--- src/rtl/assert_macros.svh ---
// Assertion macros for the cooling scheduler RTL.
// Included by files that carry concurrent assertions; no other dependencies.
`ifndef ASSERT_MACROS_SVH
`define ASSERT_MACROS_SVH
`ifndef SYNTH
`define ECS_ASSERT(lbl, clk, rstn, prop) \
    lbl: assert property (@(posedge clk) disable iff (!rstn) prop) \
        else $error("assertion failed");
`define ECS_NEVER(lbl, clk, rstn, expr) \
    lbl: assert property (@(posedge clk) disable iff (!rstn) !(expr)) \
        else $error("forbidden condition seen");
`else
`define ECS_ASSERT(lbl, clk, rstn, prop)
`define ECS_NEVER(lbl, clk, rstn, expr)
`endif
`endif

--- src/rtl/ecs_pkg.sv ---
// Shared widths, register indexes, reset values and control structs
// for the exponential cooling scheduler. No dependencies.
package ecs_pkg;

    localparam int TICK_W  = 48;
    localparam int ITER_W  = 32;
    localparam int STEP_W  = 16;
    localparam int DECAY_W = 16;
    localparam int TEMP_W  = 32;
    localparam int CFG_W   = 48;
    localparam int IDX_W   = 3;
    localparam int DIVN_W  = TICK_W + STEP_W;
    localparam int DCNT_W  = $clog2(DIVN_W + 1);

    localparam logic [IDX_W-1:0] CFG_MAX_ITER   = 3'd0;
    localparam logic [IDX_W-1:0] CFG_TOTAL_TICK = 3'd1;
    localparam logic [IDX_W-1:0] CFG_NUM_STEPS  = 3'd2;
    localparam logic [IDX_W-1:0] CFG_DECAY      = 3'd3;
    localparam logic [IDX_W-1:0] CFG_INIT_TEMP  = 3'd4;

    localparam logic [ITER_W-1:0]  RST_MAX_ITER   = 32'd1000000;
    localparam logic [TICK_W-1:0]  RST_TOTAL_TICK = 48'd1000000000;
    localparam logic [STEP_W-1:0]  RST_NUM_STEPS  = 16'd100;
    localparam logic [DECAY_W-1:0] RST_DECAY      = 16'd64880;
    localparam logic [TEMP_W-1:0]  RST_INIT_TEMP  = 32'd65536;

    typedef struct packed {
        logic accept;
        logic mul;
        logic div_start;
        logic tgt;
        logic step;
        logic load_out;
    } ecs_cmd_t;

    typedef struct packed {
        logic div_busy;
        logic step_owed;
        logic out_free;
    } ecs_status_t;

endpackage

--- src/rtl/ecs_ctrl.sv ---
// Controller state machine sequencing one request through the datapath.
// Depends on ecs_pkg for the command and status structs.
module ecs_ctrl
    import ecs_pkg::*;
(
    input  logic        clk,
    input  logic        rst_n,
    input  logic        in_valid,
    output logic        in_stall,
    input  ecs_status_t st,
    output ecs_cmd_t    cmd
);

    localparam logic [2:0] S_IDLE = 3'd0;
    localparam logic [2:0] S_MUL  = 3'd1;
    localparam logic [2:0] S_DIVS = 3'd2;
    localparam logic [2:0] S_DIV  = 3'd3;
    localparam logic [2:0] S_TGT  = 3'd4;
    localparam logic [2:0] S_STEP = 3'd5;

    logic [2:0] state_reg, state_next;

    always_comb
    begin
        cmd        = '0;
        state_next = state_reg;
        unique case (state_reg)
            S_IDLE:
            begin
                if (in_valid)
                begin
                    cmd.accept = 1'b1;
                    state_next = S_MUL;
                end
            end
            S_MUL:
            begin
                cmd.mul    = 1'b1;
                state_next = S_DIVS;
            end
            S_DIVS:
            begin
                cmd.div_start = 1'b1;
                state_next    = S_DIV;
            end
            S_DIV:
            begin
                if (!st.div_busy)
                    state_next = S_TGT;
            end
            S_TGT:
            begin
                cmd.tgt    = 1'b1;
                state_next = S_STEP;
            end
            S_STEP:
            begin
                if (st.step_owed)
                    cmd.step = 1'b1;
                else if (st.out_free)
                begin
                    cmd.load_out = 1'b1;
                    state_next   = S_IDLE;
                end
            end
            default:
                state_next = S_IDLE;
        endcase
    end

    always_ff @(posedge clk or negedge rst_n)
    begin
        if (!rst_n)
            state_reg <= S_IDLE;
        else
            state_reg <= state_next;
    end

    assign in_stall = (state_reg != S_IDLE);

endmodule

--- config.mk ---
export PLATFORM = sky130hd
export DESIGN_NAME = ecs_ctrl
export DESIGN_NICKNAME = d
export VERILOG_FILES = /design/src/rtl/assert_macros.svh /design/src/rtl/ecs_pkg.sv /design/src/rtl/ecs_ctrl.sv
export SDC_FILE = /design/constraint.sdc
export NUM_CORES = 1
export LEC_CHECK = 0
export ABC_AREA = 1
export BUFFER_PORTS_ARGS = -buffer_cell sky130_fd_sc_hd__clkbuf_2
export CORE_AREA = 2 2 39 41
export DETAILED_ROUTE_END_ITERATION = 8
export DIE_AREA = 0 0 41 43
export GPL_TIMING_DRIVEN = 0
export SLEW_MARGIN = 20
export SYNTH_ARGS = -nofsm -noshare
export SYNTH_HDL_FRONTEND = slang
export SYNTH_SLANG_ARGS = --single-unit
--- constraint.sdc ---
create_clock -name clk -period 1.3 [get_ports clk]
set_input_delay 0.26 -clock clk [delete_from_list [all_inputs] [get_ports clk]]
set_output_delay 0.26 -clock clk [all_outputs]
set_load 0.01 [all_outputs]
==> flow_summary.toml <==
[timing]
max_freq_mhz = 712
fin_worst_skew_ns = 0.00120
holdWs_ns = 0.335
rsz0062_at_grt = "yes"
post-route-period-util_pct = 108
setup_slack_ns = -0.105
finalHoldViolCount = 0
worstMarginPinSlew_ns = 0.153
setup_viol = 6
layout_min_cycle_time_ns = 1.40
slew-limit-headroom_pct = 89.7
slew_violations = 0

[global_routing]
grt_use_met3_pct = 1.57
grtUsageTotal_pct = 9.75
grt_pass1_wl_um = 1090
use_met1_pct = 11.3
grt_max_degree = 9
grt.busiest_layer = "met2"
antenna_found_initial = 0
use_met2_pct = 13.8
overflow = 0
grt_pass1_vias = 279

[detailed_routing]
drt_iter0_drc = 10
routed_wirelength_um = 854
vias_per_cell = 4.29
first_pass_iters = 4
drtAntennaViolNets = 0
routedWlPerCell_um = 10.9
drc = 0
vias = 335

[critical_path]
cp.required_ns = 1.04
r2r_cells = 7
crit_fanout = 5
critical_path_class = "register to primary output"
r2r_start = "state_reg[0]$_DFFE_PN0P_"
crit_start = "state_reg[1]$_DFFE_PN0P_"
cp-start-kind = "register"
arrival_ns = 1.14
rr_endpoint = "state_reg[0]$_DFFE_PN0P_"
r2r_setup_slack_ns = 0.13
end_kind = "primary output"

[synth]
synth_cell_types = 14
postSynthAreaPerCell_um2 = 6.54
ys_ff_latch = 3
synthCells = 40
syn_nets = 46
synth_warnings = 0
seq_area_frac_synth_pct = 28.7
netlist_area_um2 = 262

[cts]
cts_tree = "yes"
cts_buffer_depth = 2
cts-root-buf = "clkbuf_4"
cts_sinks = 3
clk-insertion-delay-late_ns = 0.24
numCtsBuffers = 3
cts.htree.levels = 1
clk_pin_slew_worst_paths_ns = 0.04

[layout]
fill_cells = 155
layout_commonest_cell = "nand2_1"
mostFrequentLayoutCells = "nand2_1 (8), buf_2 (6), inv_1 (5), clkbuf_2 (5)"
antennaDiodeCount = 0
area_growth_pct = 77.5
final_cell_area_um2 = 464
largest_reg_flops = 3
drive_above_1_share_pct = 53.2
nets = 69

[run_status]
violations = "setup timing"
status = "finished with violations"

[pwr]
vdd_ir_drop_max_uv = 860
p_leak_nw = 0.259
power_density_nw_per_um2 = 2370

[worst_hold_path]
hold_path_depth = 3
hold_class = "input port to register"
min_to = "state_reg[1]$_DFFE_PN0P_"
min_from = "st[2]"

[flow_run]
drv_cap = 0

[floorplan]
die_w_um = 41
die_h_um = 43
start_util_pct = 18.9
dieArea_um2 = 1760
io_pins = 13
rows = 14
core-area_um2 = 1380

[place]
hpwl_um = 448
place_area_um2 = 342
gp_congestion = 0.774
port_buffers = 12
metrics by stage:
stage                     cells  total power [mW]  TNS, ns  worst slack (ns)  utilization, %
after floorplan              40             0.550        0             0.156               -
after global placement       68             0.677        0             0.119            24.7
after detailed placement     68             0.679        0             0.107            24.7
after CTS                    78              1.02   -0.464           -0.0993            32.0
after global routing         78              1.18   -0.803            -0.162            33.5
final                        78              1.10   -0.414            -0.105            33.5
cell families after synthesis:
| family | after synthesis | share of synthesized area (%) |
|---|---|---|
| compound gates | 2 | 3.82 |
| buf+inv | 10 | 20.1 |
| flops | 3 | 28.7 |
| simple gates | 25 | 47.4 |
where the power goes:
group | internal [mW] | leakage [nW] | total (mW) | switching [mW]
registers | 0.142 | 0.0361 | 0.185 | 0.0425
logic | 0.339 | 0.208 | 0.748 | 0.409
clock network | 0.115 | 0.0150 | 0.167 | 0.0522
total | 0.596 | 0.259 | 1.10 | 0.504
worst max-delay path by stage:
stage,to,slack [ns],cells after the start
final,cmd[0],-0.10,4
after global routing,cmd[3],-0.16,4
after CTS,cmd[1],-0.1,5
after detailed placement,cmd[0],0.11,4
after global placement,cmd[0],0.12,4
after floorplan,cmd[5],0.16,4
per-layer routing:
metal | routed length [um] | share of wire [%]
met5 | 0 | 0
met2 | 463 | 54
met1 | 344 | 40
met4 | 0 | 0
met3 | 45 | 5.3
Yosys cell counts (all sizes together):
library cell / count / area (um^2)
inv: 8 / 30.0
o21ai: 1 / 5.00
a21oi: 1 / 5.00
nor2: 6 / 25.0
nand4: 3 / 25.0
nand3: 5 / 25.0
buf: 2 / 22.5
dfrtp: 3 / 75.1
nand2: 9 / 33.8
nor3: 2 / 15.0
final cells by class:
class | count | area, um^2 | area share, %
clock buffer | 4 | 26.3 | 5.66
timing repair buffer | 18 | 118 | 25.3
buffer | 2 | 22.5 | 4.85
multi-input combinational | 27 | 169 | 36.4
inverter | 8 | 32.5 | 7.01
tap | 16 | 20.0 | 4.31
sequential | 3 | 76.3 | 16.4
critical path, stage by stage, from the launching register on:
cell and delay [ns]:
dfrtp_2 0.44, inv_4 0.09, nand3_2 0.08, nor3_2 0.14, buf_2 0.16
timing repair:
item / 4_1_cts / 5_1_grt
hold buffers: 1 / 0
endpoints found under the setup margin: 7 / 7
hold endpoints to repair: 3 / 0
setup buffers: 5 / 0
gates resized for setup: 7 / 12
pin swaps: 1 / 1
Power figures use the tool's default switching activity.
